## src/rtl/lbsp_pkg.sv

```systemverilog
// Shared constants and types for the LRU buffer slot pool.
`timescale 1ns / 1ps

package lbsp_pkg;

  // Pool geometry
  localparam int SlotCount = 16;
  localparam int TagBits   = 16;
  localparam int SlotIdxW  = (SlotCount > 1) ? $clog2(SlotCount) : 1;

  // Fixed port widths
  localparam int BlockW    = 16;
  localparam int SlotOutW  = 4;

  typedef logic [SlotIdxW-1:0] slot_idx_t;
  typedef logic [TagBits-1:0]  tag_t;

  // Request to move one slot to the most recent end of the order
  typedef struct packed {
    logic      valid;
    slot_idx_t slot;
  } promote_t;

endpackage

```

## src/rtl/lbsp_recency.sv

```systemverilog
// Recency order of the slots: least recent at position 0, most recent at the top.
`timescale 1ns / 1ps

module lbsp_recency (
  input  logic                       clk_i,
  input  logic                       rst_ni,
  input  lbsp_pkg::promote_t         promote_i,
  output lbsp_pkg::slot_idx_t        lru_slot_o
);

  lbsp_pkg::slot_idx_t order_q [lbsp_pkg::SlotCount];
  lbsp_pkg::slot_idx_t order_d [lbsp_pkg::SlotCount];

  logic [lbsp_pkg::SlotCount-1:0] pos_match;
  logic [lbsp_pkg::SlotCount-1:0] at_or_above;

  // Locate the promoted slot in the order
  always_comb begin
    for (int i = 0; i < lbsp_pkg::SlotCount; i++) begin
      pos_match[i] = (order_q[i] == promote_i.slot);
    end
  end

  // Mark every position from the match upward
  always_comb begin
    logic seen;
    seen = 1'b0;
    for (int i = 0; i < lbsp_pkg::SlotCount; i++) begin
      seen           = seen | pos_match[i];
      at_or_above[i] = seen;
    end
  end

  // Shift entries above the match down by one, put the slot on top
  always_comb begin
    for (int i = 0; i < lbsp_pkg::SlotCount; i++) begin
      order_d[i] = order_q[i];
    end
    if (promote_i.valid) begin
      for (int i = 0; i < lbsp_pkg::SlotCount - 1; i++) begin
        if (at_or_above[i]) begin
          order_d[i] = order_q[i+1];
        end
      end
      order_d[lbsp_pkg::SlotCount-1] = promote_i.slot;
    end
  end

  // Hold the order; reset to ascending slot indices
  always_ff @(posedge clk_i or negedge rst_ni) begin
    if (!rst_ni) begin
      for (int i = 0; i < lbsp_pkg::SlotCount; i++) begin
        order_q[i] <= lbsp_pkg::SlotIdxW'(i);
      end
    end else begin
      for (int i = 0; i < lbsp_pkg::SlotCount; i++) begin
        order_q[i] <= order_d[i];
      end
    end
  end

  assign lru_slot_o = order_q[0];

endmodule

```

## src/rtl/lru_buffer_slot_pool.sv

```systemverilog
// Top level of the LRU buffer slot pool: tag store, lookup and result register.
// A word accepted with start passes the input register, then lookup and update into the
// result register, which raises the result strobe.
// Throughput: one word per cycle; busy stays low and the receiver cannot stall,
// the tag compare and recency shift are combinational, the state write shares the result edge.
// Reset: all slots invalid, recency order ascending with slot 0 least recent.
`timescale 1ns / 1ps

module lru_buffer_slot_pool (
  input  logic        clk_i,
  input  logic        rst_ni,
  input  logic        start,
  output logic        busy,
  input  logic [15:0] block_number_i,
  output logic        done_o,
  output logic        hit_o,
  output logic [3:0]  slot_index_o,
  output logic        evicted_valid_o,
  output logic [15:0] evicted_block_o
);

  // Input register
  logic                req_valid_q;
  lbsp_pkg::tag_t      req_tag_q;

  // Slot store
  lbsp_pkg::tag_t                 slot_tag_q [lbsp_pkg::SlotCount];
  logic [lbsp_pkg::SlotCount-1:0] slot_valid_q;
  logic [lbsp_pkg::SlotCount-1:0] slot_valid_d;

  // Lookup
  logic [lbsp_pkg::SlotCount-1:0] match_vec;
  logic                           any_hit;
  lbsp_pkg::slot_idx_t            hit_slot;
  lbsp_pkg::slot_idx_t            lru_slot;
  lbsp_pkg::slot_idx_t            sel_slot;
  logic                           ev_valid;
  lbsp_pkg::tag_t                 ev_tag;
  lbsp_pkg::promote_t             promote;

  // Result register
  logic                           done_q;
  logic                           hit_q;
  lbsp_pkg::slot_idx_t            slot_q;
  logic                           ev_valid_q;
  lbsp_pkg::tag_t                 ev_tag_q;

  // Never stall the requester
  assign busy = 1'b0;

  // Capture the request word
  always_ff @(posedge clk_i or negedge rst_ni) begin
    if (!rst_ni) begin
      req_valid_q <= 1'b0;
    end else begin
      req_valid_q <= start && !busy;
    end
  end

  always_ff @(posedge clk_i) begin
    if (start && !busy) begin
      req_tag_q <= lbsp_pkg::TagBits'(block_number_i);
    end
  end

  // Compare against every valid slot
  always_comb begin
    for (int i = 0; i < lbsp_pkg::SlotCount; i++) begin
      match_vec[i] = slot_valid_q[i] && (slot_tag_q[i] == req_tag_q);
    end
  end

  // Pick the lowest matching slot
  always_comb begin
    any_hit  = 1'b0;
    hit_slot = '0;
    for (int i = lbsp_pkg::SlotCount - 1; i >= 0; i--) begin
      if (match_vec[i]) begin
        any_hit  = 1'b1;
        hit_slot = lbsp_pkg::SlotIdxW'(i);
      end
    end
  end

  lbsp_recency u_recency (
    .clk_i      (clk_i),
    .rst_ni     (rst_ni),
    .promote_i  (promote),
    .lru_slot_o (lru_slot)
  );

  // Choose the slot and the eviction on a miss
  always_comb begin
    sel_slot      = any_hit ? hit_slot : lru_slot;
    ev_valid      = !any_hit && slot_valid_q[lru_slot];
    ev_tag        = ev_valid ? slot_tag_q[lru_slot] : '0;
    promote.valid = req_valid_q;
    promote.slot  = sel_slot;
    slot_valid_d  = slot_valid_q;
    if (req_valid_q && !any_hit) begin
      slot_valid_d[lru_slot] = 1'b1;
    end
  end

  // Update valid bits
  always_ff @(posedge clk_i or negedge rst_ni) begin
    if (!rst_ni) begin
      slot_valid_q <= '0;
    end else begin
      slot_valid_q <= slot_valid_d;
    end
  end

  // Reload the tag of the replaced slot
  always_ff @(posedge clk_i) begin
    if (req_valid_q && !any_hit) begin
      slot_tag_q[lru_slot] <= req_tag_q;
    end
  end

  // Register the result word
  always_ff @(posedge clk_i or negedge rst_ni) begin
    if (!rst_ni) begin
      done_q <= 1'b0;
    end else begin
      done_q <= req_valid_q;
    end
  end

  always_ff @(posedge clk_i) begin
    if (req_valid_q) begin
      hit_q      <= any_hit;
      slot_q     <= sel_slot;
      ev_valid_q <= ev_valid;
      ev_tag_q   <= ev_tag;
    end
  end

  assign done_o          = done_q;
  assign hit_o           = hit_q;
  assign slot_index_o    = lbsp_pkg::SlotOutW'(slot_q);
  assign evicted_valid_o = ev_valid_q;
  assign evicted_block_o = lbsp_pkg::BlockW'(ev_tag_q);

  // Every accepted word gives exactly one result, after the input and result registers
  a_latency: assert property (@(posedge clk_i) disable iff (!rst_ni)
    (start && !busy) |=> ##1 done_o)
    else $error("result strobe missing after accepted word");

  a_no_spurious: assert property (@(posedge clk_i) disable iff (!rst_ni)
    done_o |-> $past(req_valid_q))
    else $error("result strobe without a request");

  // A hit never reports an eviction
  a_hit_no_evict: assert property (@(posedge clk_i) disable iff (!rst_ni)
    (done_o && hit_o) |-> (!evicted_valid_o && (evicted_block_o == '0)))
    else $error("eviction reported on a hit");

  // Tags are unique among valid slots
  a_single_match: assert property (@(posedge clk_i) disable iff (!rst_ni)
    req_valid_q |-> $onehot0(match_vec))
    else $error("several slots match one tag");

  // Valid bits are never cleared once set
  a_valid_grow: assert property (@(posedge clk_i) disable iff (!rst_ni)
    req_valid_q |=> ((slot_valid_q & $past(slot_valid_q)) == $past(slot_valid_q)))
    else $error("slot valid bit dropped");

endmodule

```

## config.mk

```make
export PLATFORM = sky130hd
export DESIGN_NAME = lru_buffer_slot_pool
export DESIGN_NICKNAME = d
export VERILOG_FILES = /design/src/rtl/lbsp_pkg.sv /design/src/rtl/lbsp_recency.sv /design/src/rtl/lru_buffer_slot_pool.sv
export SDC_FILE = /design/constraint.sdc
export NUM_CORES = 1
export LEC_CHECK = 0
export ABC_AREA = 1
export BUFFER_PORTS_ARGS = -buffer_cell sky130_fd_sc_hd__clkbuf_2
export CAP_MARGIN = 20
export CORE_MARGIN = 10
export CORE_UTILIZATION = 55
export CTS_CLUSTER_DIAMETER = 150
export DETAILED_ROUTE_END_ITERATION = 12
export PLACE_DENSITY = 0.83
export SYNTH_ARGS = -nofsm -noshare
export SYNTH_HDL_FRONTEND = slang
export SYNTH_HIERARCHICAL = 1
export SYNTH_SLANG_ARGS = --single-unit
```

## constraint.sdc

```tcl
create_clock -name clk_i -period 3.55 [get_ports clk_i]
set_input_delay 0.71 -clock clk_i [delete_from_list [all_inputs] [get_ports clk_i]]
set_output_delay 0.71 -clock clk_i [all_outputs]
set_load 0.05 [all_outputs]
```

After elaboration in Yosys (flattened, before gate mapping). Memory sizes are Yosys's and may differ from the RTL's. A register that Yosys moved wholly into a read port is not among the register bits. Cells that the tools add are included.

Flip-flop bits (word level): 104. Memory bits (writable): 256. Bits of input ports: 19. Word-level logic and storage cells: 147. Memories: 1.

Memory list: slot_tag_q (words 16, bits a word 16, read ports 17, clocked after Yosys merged registers in 1, write ports 1, line lru_buffer_slot_pool.sv:27) `lbsp_pkg::tag_t slot_tag_q [lbsp_pkg::SlotCount];`.

Order comparisons: 2. Equality and inequality tests: 31. Multiplexer cells: 39. Bitwise gates (word level): 15. Reductions and logical operators: 36.

Operators with widths (count): 16-bit equality test (16); 4-bit two-way mux (17); 4-bit equality test (15); 2-bit AND reduction (15); 1-bit two-way mux (20); 1-bit logical AND (19); 16-bit bitwise OR (1); 1-bit bitwise OR (14); 4-bit by 5-bit < comparator with 1-bit output (second input constant) (1); 1-bit binary-select mux with 4-bit select (1); 1-bit demux with 4-bit select (1); 4-bit by 1-bit greater-or-equal comparator with 1-bit output (second input constant) (1); 1-bit logical NOT (2).

Logic depth before layout (Yosys ltp). Gate-level depths: netlist (run 1). An unclocked memory read counts as a cell.

Depth in word-level cells: 36. Mapped depth: 41. Mapped depth without buffers: 39.

Cells and area by module. The synthesis (run 1) kept the hierarchy.

Modules (own cells, without submodules): lru_buffer_slot_pool (times used 1, cells each 1820, area an instance 17155.2 sq um, sequential area each 9278.9 sq um); lbsp_recency (times used 1, cells each 447, area an instance 3567.2 sq um, sequential area each 1641.6 sq um).

Least setup slack after synthesis (run 1). Ideal clock, no wire load.

Path type: reg-to-reg. Start: register req_tag_q[4]. End: register u_recency/order_q[29] (netlist name). Arrival: 3.461 ns. Required time: 3.425 ns. Path slack: -0.036 ns. Cell stages (with the launch flop): 32. Buffers on the path: 4. Cell sequence: edfxtp_1 -> buf_4 -> buf_4 -> xor2_1 -> nor3b_1 -> nand3_1 -> nor3_1 -> nand4_1 -> nand2_1 -> nand2_1 -> nand2_1 -> nand2_1 -> nand2_1 -> nand2_1 -> nand2_1 -> nand2_1 -> nand2_1 -> nand2_1 -> nand2_1 -> buf_6 -> inv_4 -> buf_6 -> nand2_1 -> a21oi_1 -> nand2_1 -> nor2_1 -> nor2_2 -> nand4_1 -> nor2_1 -> nand2_1 -> nand2_1 -> mux2_2.

Cells in the longest elaborated chain, start to end: 29.

Ends and longest elaborated chain: from (decl) (line lru_buffer_slot_pool.sv:24) `lbsp_pkg::tag_t req_tag_q;`; from (signal assigned) (line lru_buffer_slot_pool.sv:62) `req_tag_q <= lbsp_pkg::TagBits'(block_number_i);`; 16-bit equality test (line lru_buffer_slot_pool.sv:69) `match_vec[i] = slot_valid_q[i] && (slot_tag_q[i] == req_tag_q);`; 1-bit logical AND (line lru_buffer_slot_pool.sv:69); 4-bit two-way mux / 1-bit two-way mux (equally long branches) (16 in series) (line lru_buffer_slot_pool.sv:78) `if (match_vec[i]) begin`; 4-bit two-way mux (*) (line lru_buffer_slot_pool.sv:94) `sel_slot = any_hit ? hit_slot : lru_slot;`; named net sel_slot[0] (line lru_buffer_slot_pool.sv:36) `lbsp_pkg::slot_idx_t sel_slot;`; 4-bit equality test (line lbsp_recency.sv:20) `pos_match[i] = (order_q[i] == promote_i.slot);`; 1-bit bitwise OR (7 in series) (line lbsp_recency.sv:29) `seen = seen | pos_match[i];`; 1-bit bitwise OR (*) (line lbsp_recency.sv:29); 2-bit AND reduction (no source line) (*); to (signal, indexed assignment) (line lbsp_recency.sv:53) `order_q[i] <= lbsp_pkg::SlotIdxW'(i);`; to (signal, indexed assignment) (line lbsp_recency.sv:57) `order_q[i] <= order_d[i];`; to (decl) (line lbsp_recency.sv:11) `lbsp_pkg::slot_idx_t order_q [lbsp_pkg::SlotCount];`.

Mark *: on every way through the listed nets, which the timed path passes. The rest lies on a longest branch. A chain may end at the register's enable or synchronous reset.

Final worst setup path (run 1).
Start: register req_tag_q[10]. End: register u_recency/order_q[20] (netlist name).

Cells in the longest elaborated chain, start to end: 31.

Ends and longest elaborated chain (line): 16-bit equality test (lru_buffer_slot_pool.sv:69); 1-bit logical AND (lru_buffer_slot_pool.sv:69); 4-bit two-way mux / 1-bit two-way mux (equally long branches) (16 in series) (lru_buffer_slot_pool.sv:78); 4-bit two-way mux (*) (lru_buffer_slot_pool.sv:94); named net sel_slot[2] (lru_buffer_slot_pool.sv:36); 4-bit equality test (lbsp_recency.sv:20); 1-bit bitwise OR (9 in series) (lbsp_recency.sv:29); 1-bit bitwise OR (*) (lbsp_recency.sv:29); 2-bit AND reduction (no source line) (*).

Marked as above.

==> out/metrics.cfg, run 1 <==
[clocking]
clk_latency_ps = 590
cts_root_buffer = clkbuf_16
clockBufferDepth = 3
clock_sinks = 376
cts_buffers = 43
cts_hold_buf = 0
clk_pin_slew_ps = 60
cts_tree = done
h-tree-depth = 2

[global_routing]
grt_overflow = 0
grt_pass1_vias = 20280
grt_pass1_wl_mm = 126.6
grt_usage = 0.3658
grt_max_degree = 56
antenna_found_initial = 4

[drt]
antenna_left = 0
first_iter_violations = 3385
drt_first_pass_iters = 8
wl_per_cell_um = 26.31
vias_per_cell = 6.271
drc = 0
vias = 21250
drt-total-wl_mm = 89.14

[power]
p_leak_nw = 12.23
irDropWorstVdd_uv = 661.6
power.density_nw_per_um2 = 744.1

[worst_setup_path]
crit_fanout = 6
end_kind = register
crit_type = reg -> reg
cp-start-kind = register
required_ps = 4030
cp.arrival_ps = 5020

[placed_design]
dp_hpwl_mm = 63.59
io_buffers = 41
gp_congestion = 1.103

[logic_synthesis]
synth-adder-area-share = 0
yosys.area_share.simple = 0.2114
syn_nets = 2286
synth_edf_count = 294
synth_top_family_by_area = simple AND/OR/NAND/NOR gates
synthArstFlopShare = 0.2181
synth.most_common_cell = nand2_1
yosys-top-cells-count = 530 x nand2_1, 294 x edfxtp_1, 252 x inv_1
ys.flop_type = edfxtp_1
netlist_instances = 2267
syn_avg_cell_area_sq_um = 9.141
synth_top_area_share = 0.4260
synth-seq-cells = 376
synthXorXnorAreaFrac = 0.04136
synthMuxAreaShare = 0.0005434
synth.distinct_cells = 64
seq_area_frac_synth = 0.5270
synth_compound_area_frac = 0.1366
synth.largest_area_cell = edfxtp_1
yosys-top-cells-area = edfxtp_1 43%, nand2_1 9.6%, dfrtp_1 6.0%, inv_1 4.6%, dfstp_2 4.1%
netlist_area_sq_um = 20720
yosys_warnings = 6

[sta]
setup_slack_ps = -989.5
min_period_ps = 4539
setup-violations-final = 59
slew_headroom = 0.4667
rsz0062_at_grt = yes
finalClockSkew_ps = 22.98
fmax_mhz = 220.3
period_share = 1.279
finalHoldViolations = 0
final.setup.tns_ps = -31820
hold_slack_ps = 160.3
maxSlewViolCount = 0
worst_pin_slew_ps = 792.8

[die]
core_area_sq_um = 37400
initial_core_util = 0.5541
ioPinCount = 43
die_h_um = 214.1
num_rows = 71
die_w_um = 214.1
die_area_sq_um = 45840

[outcome]
violations = setup timing
status = finished with violations

[final_layout]
layout-drive-gt1-share = 0.3201
area_growth_pct = 35.56
antenna_cells = 0
layout.nets = 2863

[worst_hold_path]
min_path_type = in -> async

[run]
cap_violations = 0

[layout make-up]
| class | instances | area (sq um) |
|---|---|---|
| well taps | 511 | 639.4 |
| clock inverters | 29 | 214.0 |
| inverters | 275 | 1062 |
| fillers | 2627 | 9308 |
| flip-flops and latches | 376 | 10920 |
| repair buffers | 635 | 5439 |
| multi-input cells | 1513 | 8665 |
| clock buffers | 49 | 1151 |
[flip-flops by register name, summed over array words and instances (netlist names)]
register and flops:
slot_index_o 4, done_o 1, slot_valid_q 16, u_recency/lru_slot_o 4, hit_o 1, req_valid_q 1
req_tag_q 16, evicted_block_o 16, slot_tag_q 256, u_recency/order_q 60, evicted_valid_o 1
[metrics by stage]
| step | power (mW) | setup WS, ps | cell area [sq um] | utilization | std cells |
|---|---|---|---|---|---|
| after floorplan | 10.95 | 22.39 | 20730 | - | 2267 |
| after global placement | 14.36 | -856.0 | 25600 | 0.6846 | 3262 |
| after detailed placement | 14.52 | -831.9 | 25600 | 0.6846 | 3262 |
| after CTS | 19.38 | -431.5 | 27550 | 0.7366 | 3372 |
| after global routing | 21.52 | -1325 | 28090 | 0.7511 | 3388 |
| final | 20.90 | -989.5 | 28090 | 0.7511 | 3388 |
[routing by layer]
layer	share of wire	global-route usage	vias up
met4	0.080	0.2401	4
met3	0.12	0.08660	483
met5	0.00030	0	-
met2	0.44	0.5604	1656
met1	0.36	0.4575	10010
li1	-	-	9093
[worst paths after layout]
check,cells after the start,start,slack [ps],to
worst max register to register,26,req_tag_q[10],-990,u_recency/order_q[20]
max in group asynchronous,2,rst_ni,2550,u_recency/order_q[32]
min in group clk_i,1,block_number_i[10],300,req_tag_q[10]
worst min-delay path,1,rst_ni,160,done_o
worst max-delay path,26,req_tag_q[10],-990,u_recency/order_q[20]
worst min register to register,2,u_recency/order_q[53],490,u_recency/order_q[53]
[repair_timing]
action / in CTS / in global routing
gates resized for setup: 87 / 115
pin swaps: 52 / 48
setup buffers: 32 / 16
endpoints found under the setup margin: 60 / 60
cloned: 2 / 0
[power breakdown]
part           total (mW)  leakage [nW]  internal (mW)  switching, mW
registers            6.39          3.64           5.76          0.631
clock network        4.40         0.672           2.53           1.87
logic                10.1          7.92           3.67           6.44
[cell families (layout without fill, tap and decap cells)]
| family | after synthesis | count (layout) |
|---|---|---|
| compound gates | 440 | 440 |
| xor+xnor | 97 | 97 |
| buf+inv | 379 | 988 |
| flops | 376 | 376 |
| mux | 1 | 1 |
| other cells | 1 | 1 |
| simple gates | 973 | 974 |
[worst max-delay path, cell delays in order, from the launching register on]
cell and delay [ps]:
edfxtp_1 510, inv_2 160, buf_12 150, buf_12 140, or2_4 130, o21ai_2 60
nor2_2 150, nand2_1 80, nor4_2 230, nand3_1 200, nand2_1 140, nor2_2 60
nand2_4 90, nor2_8 40, buf_6 130, nand2_2 70, nand2_4 100, clkinv_4 90
buf_4 150, nor2_1 60, nor4_1 360, nand4_1 410, nand4_1 310, buf_4 160
nand2_4 80, buf_4 180, o21ai_0 180
[placed cells by master (no fill, tap or decap), drive strengths merged, types with 45 or more instances in the layout]
| master | count |
|---|---|
| buf | 594 |
| nand2 | 545 |
| edfxtp | 294 |
| inv | 272 |
| o21ai | 162 |
| nor2 | 157 |
| clkbuf | 89 |
| nand4 | 82 |
| a22oi | 70 |
| o22ai | 68 |
| xor2 | 63 |
| nand3 | 56 |
| a21oi | 51 |
| dfrtp | 50 |
| nor3 | 46 |
| nor4 | 45 |
Note: power is estimated with default switching activity, not from simulation.
==> inputs of run 2 (changes only) <==
--- a/config.mk
+++ b/config.mk
@@ -15,5 +15,4 @@
 export PLACE_DENSITY = 0.83
 export SYNTH_ARGS = -nofsm -noshare
 export SYNTH_HDL_FRONTEND = slang
-export SYNTH_HIERARCHICAL = 1
 export SYNTH_SLANG_ARGS = --single-unit
==> run 2 against run 1 <==
The run still ends with setup timing left. Register-to-register slack gained 380 ps. Non-clock buffer count down 3. Synthesized area shrank 0.53%. Routed wire length up 3.1%. Worst hold slack improved by 130 ps. Final cell count is 0.30% lower. Critical path type unchanged. Largest cell class unchanged.
==> out/metrics.cfg, run 2 <==
[outcome]
status = finished with violations
violations = setup timing

[logic_synthesis]
synth_top_area_share = 0.4283
synth-seq-cells = 376
ys.flop_type = edfxtp_1
synth.distinct_cells = 59
yosys-top-cells-count = 472 x nand2_1, 294 x edfxtp_1, 235 x inv_1
synth_edf_count = 294
seq_area_frac_synth = 0.5298
netlist_instances = 2304
netlist_area_sq_um = 20610
yosys_warnings = 0
syn_avg_cell_area_sq_um = 8.946
synthArstFlopShare = 0.2181
syn_nets = 2323
yosys-top-cells-area = edfxtp_1 43%, nand2_1 8.6%, dfrtp_1 6.1%, o21ai_0 5.3%, inv_1 4.3%
synth.largest_area_cell = edfxtp_1
synth.most_common_cell = nand2_1

[global_routing]
grt_pass1_vias = 20590
grt_usage = 0.3850
antenna_found_initial = 3
grt_max_degree = 76
grt_overflow = 0
grt_pass1_wl_mm = 129.3

[die]
num_rows = 70
initial_core_util = 0.5603
ioPinCount = 43
die_w_um = 213.6
core_area_sq_um = 36790
die_h_um = 213.6
die_area_sq_um = 45620

[clocking]
cts_root_buffer = clkbuf_16
h-tree-depth = 2
cts_tree = done
clk_latency_ps = 590
cts_buffers = 42
clk_pin_slew_ps = 60
clockBufferDepth = 3
clock_sinks = 376

[sta]
setup_slack_ps = -611.3
rsz0062_at_grt = yes
period_share = 1.172
final.setup.tns_ps = -18490
fmax_mhz = 240.3
min_period_ps = 4161
worst_pin_slew_ps = 853.0
finalClockSkew_ps = 29.21
setup-violations-final = 53
slew_headroom = 0.4313
finalHoldViolations = 0
maxSlewViolCount = 0

[worst_setup_path]
required_ps = 4040
cp.arrival_ps = 4660
cp_slowest_cell = edfxtp_1
crit_type = reg -> reg
end_kind = register
cp-start-kind = register
critPathMaxStageDelay_ps = 530
crit_fanout = 8

[final_layout]
final_cell_mix = 495 x buf_4, 428 x nand2_1, 294 x edfxtp_1, 230 x inv_1, 192 x o21ai_0
regMostFlops = slot_tag_q
multiInputGateArea_sq_um = 8892
fillers = 2502
reg_top3 = slot_tag_q (256), u_recency.order_q (60)
area_growth_pct = 37.23
layout_commonest_cell = buf_4
largest_reg_flops = 256
seq_area_sq_um = 10920
layout.nets = 2895
layout-drive-gt1-share = 0.3255

[drt]
vias = 21870
first_iter_violations = 3816
drt_first_pass_iters = 7
drc = 0
antenna_left = 0
drt-total-wl_mm = 91.89
vias_per_cell = 6.474
wl_per_cell_um = 27.20

[worst_hold_path]
min_path_type = in -> reg

[power]
power.density_nw_per_um2 = 626.8
irDropWorstVdd_uv = 464.0
p_leak_nw = 12.02
power_mw = 17.73

[placed_design]
place_ws_ps = -686.6
dp_hpwl_mm = 64.22
gp_congestion = 1.087
io_buffers = 41

[run]
cap_violations = 0

==> run 2: cell types whose count changed in the layout (fill, tap and decap cells not counted), sizes merged, moves of 12 or more <==
cell,before,now
xor2,63,47
nand2,545,479
o211ai,6,18
nand3,56,112
o221ai,30,14
inv,272,257
nor2,157,199
a21oi,51,35
nand4,82,63
o21ai,162,246
o22ai,68,102
a22oi,70,31
==> run 2: final timing paths <==
path	from	endpoint	slack [ps]	cells past startpoint
setup / recovery	req_tag_q[1]	u_recency.order_q[19]	-610	28
max in group asynchronous	rst_ni	u_recency.order_q[46]	2300	3
hold reg to reg	u_recency.order_q[1]	u_recency.order_q[5]	470	2
min in group asynchronous	rst_ni	slot_valid_q[15]	520	2
setup reg to reg	req_tag_q[1]	u_recency.order_q[19]	-610	28
hold / removal	block_number_i[8]	req_tag_q[8]	290	1
==> run 2: repair_timing <==
item / 4_1_cts / 5_1_grt
hold endpoints to repair: 7 / 0
buffers inserted: 55 / 29
gates cloned: 2 / 3
hold buffers: 1 / 0
pin swaps: 54 / 36
resized for setup: 147 / 134
setup endpoints to repair: 318 / 294
==> run 2: worst max-delay path, delay by kind of cell (launching register included) <==
family,cells,cell delay [ps]
AND/OR/NAND/NOR,17,1850
buffers and inverters,8,1090
flip-flops,1,530
AO/OA/AOI/OAI,3,600
==> run 2: cell type report <==
cell class | count | share of cell area
sequential | 376 | 0.3861
clock inverter | 24 | 0.007652
clock buffer | 53 | 0.04007
tap | 468 | 0.02070
inverter | 260 | 0.03601
multi-input combinational | 1564 | 0.3144
antenna | 1 | 0.00008846
timing repair buffer | 632 | 0.1950
==> run 2: logic make-up (layout without fill, tap and decap cells) <==
logic type | count (synthesis) | after routing | synth area share
other | 1 | 2 | 0.0001819
multiplexers | 2 | 2 | 0.001093
XOR/XNOR | 75 | 75 | 0.03187
AND/OR/NAND/NOR | 991 | 991 | 0.2166
AO/OA/AOI/OAI | 495 | 495 | 0.1437
buffers and inverters | 364 | 969 | 0.07667
flip-flops | 376 | 376 | 0.5298
==> run 2: stage by stage <==
step	hold slack, ps	instance area, sq um	instances	utilization
2_1_floorplan	414.4	20660	2304	-
3_3_place_gp	471.8	25150	3214	0.6836
3_5_place_dp	458.2	25150	3214	0.6836
4_1_cts	293.7	27560	3348	0.7492
5_1_grt	310.1	28290	3378	0.7690
6_report	294.2	28290	3378	0.7690
==> run 2: layer usage <==
layer | global-route usage | vias to the layer above | wire, um
li1 | - | 9256 | -
met1 | 0.4944 | 10350 | 32750
met2 | 0.5941 | 1827 | 40370
met3 | 0.08206 | 439 | 12180
met4 | 0.2259 | 0 | 6587
met5 | 0 | - | 0
==> run 2: power by group <==
group          switching, mW  internal, mW
Clock                   1.89          2.55
Sequential             0.614          5.68
Combinational           4.48          2.52
